File: config.mk
export PLATFORM = sky130hd
export DESIGN_NAME = min_heap_priority_queue_flat
export DESIGN_NICKNAME = d
export VERILOG_FILES = /design/src/sv/mhpq_pkg.sv /design/src/sv/mhpq_ifs.sv /design/src/sv/min_heap_priority_queue.sv /design/src/sv/mhpq_cell.sv /design/src/flat_wrapper.sv
export VERILOG_INCLUDE_DIRS = /design/src /design/src/sv
export SDC_FILE = /design/constraint.sdc
export NUM_CORES = 2
export LEC_CHECK = 0
export ABC_CLOCK_PERIOD_IN_PS = 6900
export BUFFER_PORTS_ARGS = -buffer_cell sky130_fd_sc_hd__buf_2
export CORE_ASPECT_RATIO = 1.4
export CORE_MARGIN = 2
export CORE_UTILIZATION = 50
export CTS_CLUSTER_SIZE = 12
export DETAILED_ROUTE_END_ITERATION = 6
export PLACE_DENSITY = 0.76
export SLEW_MARGIN = 20
export SYNTH_ARGS = -nofsm -noshare
export SYNTH_HDL_FRONTEND = slang
export SYNTH_SLANG_ARGS = --single-unit
File: constraint.sdc
create_clock -name i_clk -period 6.9 [get_ports i_clk]
set_clock_uncertainty 0.2 [all_clocks]
set_input_delay 1.38 -clock i_clk [delete_from_list [all_inputs] [get_ports i_clk]]
set_output_delay 1.38 -clock i_clk [all_outputs]
set_load 0.005 [all_outputs]
File: src/sv/min_heap_priority_queue_defines.svh
// Assertion macros for the min-heap priority queue.
`ifndef MIN_HEAP_PRIORITY_QUEUE_DEFINES_SVH
`define MIN_HEAP_PRIORITY_QUEUE_DEFINES_SVH

// Same-cycle implication, disabled during reset.
`define MHPQ_ASSERT_NOW(lbl, clk, rstn, ante, cons, msg) \
    lbl: assert property (@(posedge clk) disable iff (!(rstn)) (ante) |-> (cons)) \
        else $error(msg);

// Next-cycle implication, disabled during reset.
`define MHPQ_ASSERT_NEXT(lbl, clk, rstn, ante, cons, msg) \
    lbl: assert property (@(posedge clk) disable iff (!(rstn)) (ante) |=> (cons)) \
        else $error(msg);

`endif

File: src/sv/mhpq_pkg.sv
// Shared types and codes for the min-heap priority queue.
package mhpq_pkg;

    localparam int KEY_W = 32;

    typedef logic signed [KEY_W-1:0] t_key;
    typedef logic [1:0]              t_status;
    typedef logic                    t_func;

    localparam t_func   FN_INSERT  = 1'b0;
    localparam t_func   FN_EXTRACT = 1'b1;

    localparam t_status ST_OK    = 2'd0;
    localparam t_status ST_FULL  = 2'd1;
    localparam t_status ST_EMPTY = 2'd2;

    localparam t_key KEY_NONE = -32'sd1;

    typedef struct packed {
        logic ins;
        logic ext;
        t_key key;
    } t_cell_ctl;

endpackage

File: src/sv/mhpq_ifs.sv
// Request and response channel interfaces of the min-heap priority queue.
interface mhpq_req_if;
    logic                      valid;
    logic                      ready;
    mhpq_pkg::t_func           func;
    mhpq_pkg::t_key            key_in;

    modport source (output valid, output func, output key_in, input ready);
    modport sink   (input valid, input func, input key_in, output ready);
endinterface

interface mhpq_rsp_if;
    logic                      valid;
    logic                      ready;
    mhpq_pkg::t_key            key_out;
    mhpq_pkg::t_status         status;

    modport source (output valid, output key_out, output status, input ready);
    modport sink   (input valid, input key_out, input status, output ready);
endinterface

File: src/sv/min_heap_priority_queue.sv
// The response to an accepted request is held in the output register from the next cycle on.
// Throughput: one item per cycle while the response side keeps taking results.
// Keys live in a chain of DEPTH-1 cells kept in ascending order; an insert or extract
// updates every cell in the same cycle, so no operation walks the levels.
// Reset clears the key count and the output valid; cell contents stay undefined.
module min_heap_priority_queue #(
    parameter int DEPTH = 16
) (
    input  logic       i_clk,
    input  logic       i_rst_n,
    mhpq_req_if.sink   i_req,
    mhpq_rsp_if.source o_rsp
);
    import mhpq_pkg::*;

    `include "min_heap_priority_queue_defines.svh"

    localparam int N  = DEPTH - 1;
    localparam int CW = $clog2(DEPTH);

    logic [CW-1:0] r_count;
    logic [CW-1:0] n_count;
    logic          r_ovalid;
    t_key          r_key_out;
    t_status       r_status;

    logic      w_accept;
    logic      w_full;
    logic      w_empty;
    logic      w_do_ins;
    logic      w_do_ext;
    t_cell_ctl w_ctl;
    t_key      w_key [N];
    logic      w_gt  [N];

    assign i_req.ready = !r_ovalid || o_rsp.ready;
    assign w_accept    = i_req.valid && i_req.ready;
    assign w_full      = r_count == CW'(N);
    assign w_empty     = r_count == '0;
    assign w_do_ins    = w_accept && (i_req.func == FN_INSERT) && !w_full;
    assign w_do_ext    = w_accept && (i_req.func == FN_EXTRACT) && !w_empty;

    assign w_ctl = '{ins: w_do_ins, ext: w_do_ext, key: i_req.key_in};

    for (genvar g = 0; g < N; g++) begin : g_cell
        mhpq_cell #(
            .IDX (g),
            .CW  (CW)
        ) u_cell (
            .i_clk       (i_clk),
            .i_ctl       (w_ctl),
            .i_count     (r_count),
            .i_left_key  ((g == 0) ? KEY_NONE : w_key[(g == 0) ? 0 : g - 1]),
            .i_left_gt   ((g == 0) ? 1'b0 : w_gt[(g == 0) ? 0 : g - 1]),
            .i_right_key ((g == N - 1) ? KEY_NONE : w_key[(g == N - 1) ? g : g + 1]),
            .o_key       (w_key[g]),
            .o_gt        (w_gt[g])
        );
    end

    always_comb begin
        n_count = r_count;
        if (w_do_ins) begin
            n_count = r_count + CW'(1);
        end else if (w_do_ext) begin
            n_count = r_count - CW'(1);
        end
    end

    always_ff @(posedge i_clk) begin
        if (!i_rst_n) begin
            r_count  <= '0;
            r_ovalid <= 1'b0;
        end else begin
            r_count <= n_count;
            if (w_accept) begin
                r_ovalid <= 1'b1;
            end else if (o_rsp.ready) begin
                r_ovalid <= 1'b0;
            end
        end
    end

    always_ff @(posedge i_clk) begin
        if (w_accept) begin
            case (i_req.func)
                FN_INSERT: begin
                    r_key_out <= '0;
                    r_status  <= w_full ? ST_FULL : ST_OK;
                end
                FN_EXTRACT: begin
                    r_key_out <= w_empty ? KEY_NONE : w_key[0];
                    r_status  <= w_empty ? ST_EMPTY : ST_OK;
                end
                default: begin
                    r_key_out <= '0;
                    r_status  <= ST_OK;
                end
            endcase
        end
    end

    assign o_rsp.valid   = r_ovalid;
    assign o_rsp.key_out = r_key_out;
    assign o_rsp.status  = r_status;

    `MHPQ_ASSERT_NEXT(a_ins_count, i_clk, i_rst_n, w_do_ins,
        r_count == $past(r_count) + CW'(1), "insert did not advance count")
    `MHPQ_ASSERT_NEXT(a_ext_head, i_clk, i_rst_n, w_do_ext,
        (r_key_out == $past(w_key[0])) && (r_status == ST_OK),
        "extract did not return head key")
    `MHPQ_ASSERT_NEXT(a_full_hold, i_clk, i_rst_n,
        w_accept && (i_req.func == FN_INSERT) && w_full,
        (r_status == ST_FULL) && $stable(r_count), "full insert changed state")
    `MHPQ_ASSERT_NOW(a_ext_nonempty, i_clk, i_rst_n, w_do_ext, r_count != '0,
        "extract from empty chain")

endmodule

File: src/sv/mhpq_cell.sv
// One slot of the sorted key chain: holds a key, shifts or inserts with its neighbors.
module mhpq_cell #(
    parameter int IDX = 0,
    parameter int CW  = 4
) (
    input  logic                i_clk,
    input  mhpq_pkg::t_cell_ctl i_ctl,
    input  logic [CW-1:0]       i_count,
    input  mhpq_pkg::t_key      i_left_key,
    input  logic                i_left_gt,
    input  mhpq_pkg::t_key      i_right_key,
    output mhpq_pkg::t_key      o_key,
    output logic                o_gt
);
    import mhpq_pkg::*;

    t_key r_key;
    t_key n_key;
    logic w_valid;
    logic w_in_range;

    assign w_valid    = CW'(IDX) < i_count;
    assign w_in_range = CW'(IDX) <= i_count;
    assign o_gt       = w_valid && (r_key > i_ctl.key);
    assign o_key      = r_key;

    always_comb begin
        n_key = r_key;
        if (i_ctl.ext) begin
            n_key = i_right_key;
        end else if (i_ctl.ins && w_in_range) begin
            if (i_left_gt) begin
                n_key = i_left_key;
            end else if (o_gt || !w_valid) begin
                n_key = i_ctl.key;
            end
        end
    end

    always_ff @(posedge i_clk) begin
        r_key <= n_key;
    end

endmodule

File: src/flat_wrapper.sv
// flat-port wrapper written by rule: the top's interface ports become plain ports
module min_heap_priority_queue_flat import mhpq_pkg::*;
#(
    parameter int DEPTH = 16
)
  (i_clk, i_rst_n, i_req_valid, i_req_func, i_req_key_in, i_req_ready, o_rsp_valid, o_rsp_key_out, o_rsp_status, o_rsp_ready);
  mhpq_req_if i_req_i ();
  mhpq_rsp_if o_rsp_i ();
  input  logic i_clk;
  input  logic i_rst_n;
  input wire logic [$bits(i_req_i.valid)-1:0] i_req_valid;
  input wire logic [$bits(i_req_i.func)-1:0] i_req_func;
  input wire logic [$bits(i_req_i.key_in)-1:0] i_req_key_in;
  output wire logic [$bits(i_req_i.ready)-1:0] i_req_ready;
  output wire logic [$bits(o_rsp_i.valid)-1:0] o_rsp_valid;
  output wire logic [$bits(o_rsp_i.key_out)-1:0] o_rsp_key_out;
  output wire logic [$bits(o_rsp_i.status)-1:0] o_rsp_status;
  input wire logic [$bits(o_rsp_i.ready)-1:0] o_rsp_ready;
  assign i_req_i.valid = i_req_valid;
  assign i_req_i.func = i_req_func;
  assign i_req_i.key_in = i_req_key_in;
  assign i_req_ready = i_req_i.ready;
  assign o_rsp_valid = o_rsp_i.valid;
  assign o_rsp_key_out = o_rsp_i.key_out;
  assign o_rsp_status = o_rsp_i.status;
  assign o_rsp_i.ready = o_rsp_ready;
  min_heap_priority_queue #(.DEPTH(DEPTH)) u_core (.i_clk(i_clk), .i_rst_n(i_rst_n), .i_req(i_req_i), .o_rsp(o_rsp_i));
endmodule
[Word-level counts from Yosys, hierarchy flattened]
Index checks and enable logic that the tools add are counted.
Word-level totals
  register bits after elaboration: 519
  input port bits: 37
  output and inout bits: 36
  word-level logic and storage cells: 250
Operators by class
  add/subtract/negate cells: 2
  order comparisons: 45
  eq/ne operators: 1
  multiplexer cells: 66
  bitwise logic cells: 1
  reduce and logical (&&, ||, !) cells: 116
Operators by type and width (count)
  32-bit 2-to-1 mux: 58
  32-bit greater-than comparator: 15
  32-bit case mux with 2 select lines: 1
  3-bit nonzero test: 13
  2-bit nonzero test: 18
  1-bit logical AND: 35
  2-bit AND reduction: 15
  4-bit <= comparator, first input constant: 7
  4-bit less-than comparator, first input constant: 7
  1-bit logical NOT: 18
  3-bit by 4-bit <= comparator with 1-bit output, first input constant: 4
  1-bit logical OR: 16
  3-bit by 4-bit less-than comparator with 1-bit output, first input constant: 4
  1-bit by 4-bit <= comparator with 1-bit output, first input constant: 2
  2-bit by 4-bit <= comparator with 1-bit output, first input constant: 2
  1-bit by 4-bit less-than comparator with 1-bit output, first input constant: 2
  2-bit by 4-bit less-than comparator with 1-bit output, first input constant: 2
  4-bit 2-to-1 mux: 2
  4-bit by 1-bit adder with 4-bit output, second input constant: 1
  4-bit == test, second input constant: 1
  4-bit logical NOT: 1
  2-bit case mux with 2 select lines: 1
  4-bit by 1-bit subtractor with 4-bit output, second input constant: 1
  1-bit 2-to-1 mux: 3
  2 further kinds: 2

[Logic depth before layout (Yosys ltp)]
  word-level depth: 8
  depth in mapped cells: 13

[Modules after synthesis]
A second synthesis with hierarchy kept.
Second synthesis, totals
  cells, all modules: 4103
  area total of the unflattened synthesis: 39155.1 um^2
Modules (own cells, without submodules)
  mhpq_cell (u_core.g_cell[7].u_cell): times used 1, cells an instance 263, area each 2524.9 um^2
  mhpq_cell (u_core.g_cell[3].u_cell): times used 1, cells an instance 260, area each 2516.2 um^2
  mhpq_cell (u_core.g_cell[8].u_cell): times used 1, cells an instance 268, area each 2514.9 um^2
  mhpq_cell (u_core.g_cell[2].u_cell): times used 1, cells an instance 266, area each 2507.4 um^2
  mhpq_cell (u_core.g_cell[6].u_cell): times used 1, cells an instance 271, area each 2507.4 um^2
  mhpq_cell (u_core.g_cell[13].u_cell): times used 1, cells an instance 265, area each 2506.2 um^2
  mhpq_cell (u_core.g_cell[14].u_cell): times used 1, cells an instance 270, area each 2506.2 um^2
  mhpq_cell (u_core.g_cell[12].u_cell): times used 1, cells an instance 264, area each 2503.7 um^2
  mhpq_cell (u_core.g_cell[9].u_cell): times used 1, cells an instance 265, area each 2501.1 um^2
  mhpq_cell (u_core.g_cell[4].u_cell): times used 1, cells an instance 271, area each 2498.6 um^2
  mhpq_cell (u_core.g_cell[11].u_cell): times used 1, cells an instance 272, area each 2496.1 um^2
  mhpq_cell (u_core.g_cell[1].u_cell): times used 1, cells an instance 264, area each 2491.1 um^2
  mhpq_cell (u_core.g_cell[10].u_cell): times used 1, cells an instance 263, area each 2481.1 um^2
  mhpq_cell (u_core.g_cell[5].u_cell): times used 1, cells an instance 264, area each 2479.9 um^2
  +2 rows

[Least setup slack after synthesis]
OpenSTA, ideal clock, no wires.
  path kind: input-to-reg
  from: in i_req_key_in[31]
  to: reg u_core.g_cell[6].u_cell.r_key[0] (enable)
  setup time: 0.470 ns
  data arrival time: 6.373 ns
  data required time: 6.230 ns
  path slack: -0.143 ns
  cell stages on the path: 12
  path buffers: 3
  cell sequence: clkbuf_1 inv_1 ha_1 nand4_1 or4_1 nor3_1 o31ai_1 a211oi_1 buf_2 buf_2 nor3_1 o31ai_1
Between the ends
  cells in the longest elaborated chain, start to end: 5
  elaborated cells between the ends (all ways): 7
  those cells by class: 2 x order compare; 5 x reduce/logical
RTL lines
  from (decl): RTL line flat_wrapper.sv:13  | input wire logic [$bits(i_req_i.key_in)-1:0] i_req_key_in;
  32-bit greater-than comparator: RTL line mhpq_cell.sv:24  | assign o_gt = w_valid && (r_key > i_ctl.key);
  1-bit logical AND: RTL line mhpq_cell.sv:24
  1-bit logical OR: RTL line mhpq_cell.sv:34  | end else if (o_gt || !w_valid) begin
  3-bit nonzero test (no line) *
  2-bit AND reduction (no line) *
  to (signal assigned): RTL line mhpq_cell.sv:41  | r_key <= n_key;
  to (decl): RTL line mhpq_cell.sv:17  | t_key r_key;
Every way passes the cells marked *; elsewhere a longest branch is shown, timed or not.
A chain may end at the register's enable or synchronous reset.

[Final worst setup path]
  from: in i_req_key_in[31]
  to: reg u_core.g_cell[11].u_cell.r_key[26] (enable)
Between the ends
  cells in the longest elaborated chain, start to end: 5
  elaborated cells between the ends (all ways): 7
  those cells by class: 2 x order compare; 5 x reduce/logical
RTL lines (RTL line)
  32-bit greater-than comparator: mhpq_cell.sv:24
  1-bit logical AND: mhpq_cell.sv:24
  1-bit logical OR: mhpq_cell.sv:34
  3-bit nonzero test (no line) *
  2-bit AND reduction (no line) *
  to (signal assigned): mhpq_cell.sv:41
  to (decl): mhpq_cell.sv:17
Marked as above.

==> impl_results.rst <==
.. list-table::
   :header-rows: 1

   * - Metric
     - Value
   * - Post-synth top area share
     - 40.8%
   * - Fmax
     - around 180 MHz
   * - Clock Sinks
     - ~520
   * - Number of gates resized after CTS
     - 0
   * - CTS Root Buffer Type
     - clkbuf_16
   * - Site row count
     - 115
   * - Clock tree from TritonCTS
     - built
   * - Via count of the first global-routing pass
     - 30.2k
   * - Max capacitance violation total
     - 0
   * - Largest net degree at the start of global routing
     - roughly 190
   * - CP Class
     - primary input to flip-flop
   * - Sequential area share after synthesis
     - 42.8%
   * - Post-synth top flop
     - edfxtp_1
   * - Number of top-level pins
     - 73
   * - Total Routed Length
     - 113000 um
   * - Type of the worst min-delay path
     - flip-flop to flip-flop
   * - Slowest cell on the critical path
     - nor4_1
   * - DRC violation total after the first TritonRoute iteration
     - roughly 3.0k
   * - Via Count
     - between 30k and 40k
   * - Syn_nets
     - about 4k
   * - Synthesized instance count
     - between 3k and 4k
   * - Nets@finish
     - around 4k
   * - Post-DR wirelength/cell
     - between 20 and 30 um
   * - Initial cell density of the core
     - about half
   * - Hold-fix buffers, CTS
     - 0
   * - Leakage power figure
     - 14.5 nW
   * - Final Hold Viols
     - 0
   * - CP delay by family, top
     - simple AND/OR/NAND/NOR gates
   * - Maximum level of the CTS H-tree
     - 2
   * - Sum of net half-perimeters after detailed placement
     - around 83000 um
   * - Kind of start point of the critical path
     - primary input
   * - Via density
     - 6.75
   * - Relative slew slack
     - between 20% and 30%
   * - Die Height
     - 319 um
   * - Result of the run
     - finished clean
   * - Global-route wire length before repair
     - about 170000 um
   * - Area of combinational cells with multiple inputs
     - between 15000 and 20000 um2
   * - Fill cell count
     - roughly 6.3k
   * - Number of distinct library cells after synthesis
     - between 70 and 80
   * - Finished layout cell area
     - 38800 um2
   * - Average cell area after synthesis
     - 10.0 um2
   * - Delay of the slowest critical-path stage
     - approximately 0.8 ns
   * - Worst Path Arrival
     - ~5.6 ns
   * - Port-buffer cells
     - around 70
   * - Proportion of layout cells with a drive suffix above 1
     - 7.62%
   * - Crit path required time
     - 6.97 ns
   * - Worst-path maximum fanout
     - 32
   * - Total clock buffers created by CTS
     - between 50 and 60
   * - Cell area after technology mapping
     - approximately 36000 um2
   * - Area of the core
     - approximately 70000 um2
   * - Die area
     - 73200 um2
   * - Antenna violations before repair
     - 0
   * - Series of cell instances along the critical path
     - buf_2, inv_1, ha_1, nand4_1, nor4_1, nor3b_1, o311ai_0, a21oi_4, inv_2, a31oi_4, buf_4
   * - Total routing resource utilization after global routing
     - between 30 and 40%
   * - Buffers & Inverters on Critical Path
     - 4
   * - DRC viols
     - 0
   * - # Post-CTS Setup Buffers
     - 0
   * - Clk Latency, worst-skew pair
     - between 0.6 and 0.7 ns
   * - Antenna diodes
     - 0
   * - Cell taking the most area after synthesis
     - edfxtp_1
   * - Number of flops mapped to enable cells by yosys
     - ~480
   * - Final slew viol count
     - 0
   * - Fraction of registers with async set or reset after synthesis
     - 0%
   * - Final sum of negative setup slack
     - 0 ns
   * - Remaining Overflow, GRT
     - 0
   * - Area added between synthesis and finish
     - 9.26%
   * - Global placement routability congestion
     - 0.957
   * - Syn. warnings
     - 0
   * - Post-detailed-placement cell area
     - 37000 um2
   * - Final period util
     - between 80 and 90%
   * - Chip Width
     - roughly 230 um
   * - VDD IR max
     - around 0.18 mV
   * - Setup repair after global routing missed its margin
     - false
   * - Final setup violation count
     - 0
   * - Actual slew at the worst max-slew pin
     - roughly 1.1 ns
   * - Clock period minus final worst setup slack
     - roughly 5.5 ns
   * - Antenna Nets Post-Route
     - 0
   * - First-pass detailed-route iteration total
     - 6
   * - Pwr/cell area
     - between 200 and 250 nW/um2
   * - Kind of end point of the critical path
     - flip-flop
   * - Main area contributors after synthesis
     - edfxtp_1 (41%), ha_1 (16%), nand2_1 (5.1%), o211ai_1 (4.9%), mux2i_1 (4.7%)
   * - Register cell area after layout
     - 15200 um2
   * - Clock transition at the registers of the reported paths
     - roughly 0.06 ns
   * - Total of flip-flops plus latches after synthesis
     - a little over 500
   * - Clock buffer depth
     - 3
layout make-up:
class,instances,share of cell area (%)
multi-input cells,2716,49.8
flip-flops and latches,519,39.2
clock buffers,73,3.91
well taps,936,3.02
repair buffers,146,2.64
inverters,76,0.735
clock inverters,28,0.680
metal layers:
layer / routed length, um / track usage, % / vias up
met5: 0 / 0 / -
met4: 9510 / 22.6 / 0
met3: 6930 / 3.90 / 471
met2: 55300 / 51.9 / 1478
met1: 41300 / 33.9 / 14700
li1: - / - / 13700
placed cells by master (no fill, tap or decap), types with 10 or more instances in the layout:
cell | Yosys | routed
o21ai_0 | 142 | 140
nand3_1 | 231 | 230
a221oi_1 | 16 | 16
o21a_1 | 48 | 48
a21oi_1 | 252 | 248
mux2i_1 | 165 | 164
and3_1 | 18 | 17
ha_1 | 452 | 452
a21o_1 | 76 | 76
nor2_1 | 111 | 108
buf_2 | 24 | 72
nor2b_1 | 18 | 17
dfxtp_1 | 37 | 37
o21ai_1 | 25 | 24
clkbuf_16 | 0 | 57
nor4_1 | 24 | 24
buf_4 | 1 | 66
edfxtp_1 | 482 | 482
inv_1 | 75 | 75
nand4_1 | 127 | 127
and2_1 | 17 | 17
nor3_1 | 69 | 68
a22oi_1 | 10 | 10
clkbuf_1 | 194 | 13
nand2_1 | 487 | 487
a221o_1 | 60 | 60
o211ai_1 | 233 | 233
o31ai_1 | 23 | 19
clkinv_2 | 0 | 11
tightest hold or removal path: stages (launching register included):
cell     delay (ns)
dfxtp_1        0.33
nor3_1         0.05
a21oi_1        0.10
worst paths after layout:
kind | startpoint | end | slack (ns) | cells past startpoint
worst max register to register | u_core.g_cell[10].u_cell.o_key[31]$_DFFE_PP_ | u_core.g_cell[11].u_cell.o_key[26]$_DFFE_PP_ | 2.31 | 9
worst max-delay path | i_req_key_in[31] | u_core.g_cell[11].u_cell.o_key[26]$_DFFE_PP_ | 1.35 | 11
worst min-delay path | u_core.g_cell[14].u_cell.o_key[9]$_SDFFE_PP1P_ | u_core.g_cell[14].u_cell.o_key[9]$_SDFFE_PP1P_ | 0.31 | 2
worst min register to register | u_core.g_cell[14].u_cell.o_key[9]$_SDFFE_PP1P_ | u_core.g_cell[14].u_cell.o_key[9]$_SDFFE_PP1P_ | 0.31 | 2
Yosys cell counts, types with 7 or more instances:
| cell | count |
|---|---|
| buf_1 | 12 |
| nor4_1 | 24 |
| o21a_1 | 48 |
| mux2i_1 | 165 |
| o211ai_1 | 233 |
| inv_1 | 75 |
| a21oi_1 | 252 |
| buf_2 | 24 |
| o21ai_1 | 25 |
| ha_1 | 452 |
| nand4_1 | 127 |
| a21boi_0 | 7 |
| and4_1 | 8 |
| nand3_1 | 231 |
| dfxtp_1 | 37 |
| nor2_1 | 111 |
| or4_1 | 7 |
| a22oi_1 | 10 |
| a221o_1 | 60 |
| nor3_1 | 69 |
| o21ai_0 | 142 |
| nor2b_1 | 18 |
| a221oi_1 | 16 |
| and3_1 | 18 |
| o31ai_1 | 23 |
| a211oi_1 | 10 |
| and2_1 | 17 |
| nand2_1 | 487 |
| clkbuf_1 | 194 |
| a21o_1 | 76 |
| edfxtp_1 | 482 |
kinds of logic after synthesis:
| family | after synthesis | synth area share (%) |
|---|---|---|
| flops | 519 | 42.8 |
| fa+ha+maj | 452 | 15.9 |
| buf+inv | 310 | 3.44 |
| compound gates | 944 | 17.6 |
| simple gates | 1149 | 15.3 |
| xor+xnor | 3 | 0.0740 |
| mux | 168 | 4.82 |
per-stage QoR:
step / util (%) / std cells / hold WS (ns) / worst slack (ns) / power (mW)
2_1_floorplan: - / 3545 / 0.277 / 0.147 / 5.77
3_3_place_gp: 52.7 / 4391 / 0.288 / 1.01 / 6.47
3_5_place_dp: 52.7 / 4391 / 0.295 / 0.945 / 6.56
4_1_cts: 55.2 / 4492 / 0.314 / 1.59 / 9.58
5_1_grt: 55.3 / 4494 / 0.337 / 1.22 / 10.0
6_report: 55.3 / 4494 / 0.314 / 1.35 / 9.64
flip-flops by register name, summed over array words and instances, names as in the netlist:
| signal | flops |
|---|---|
| u_core.g_cell.u_cell.o_key | 480 |
| u_core.r_count | 4 |
| u_core.o_rsp.status | 2 |
| u_core.o_rsp.valid | 1 |
| u_core.o_rsp.key_out | 32 |
power breakdown:
group | switching (mW) | leakage [nW] | internal (mW)
logic | 1.52 | 8.86 | 0.844
registers | 0.282 | 4.74 | 3.93
clock network | 1.34 | 0.876 | 1.72
Note: power is estimated with default switching activity, not from simulation.
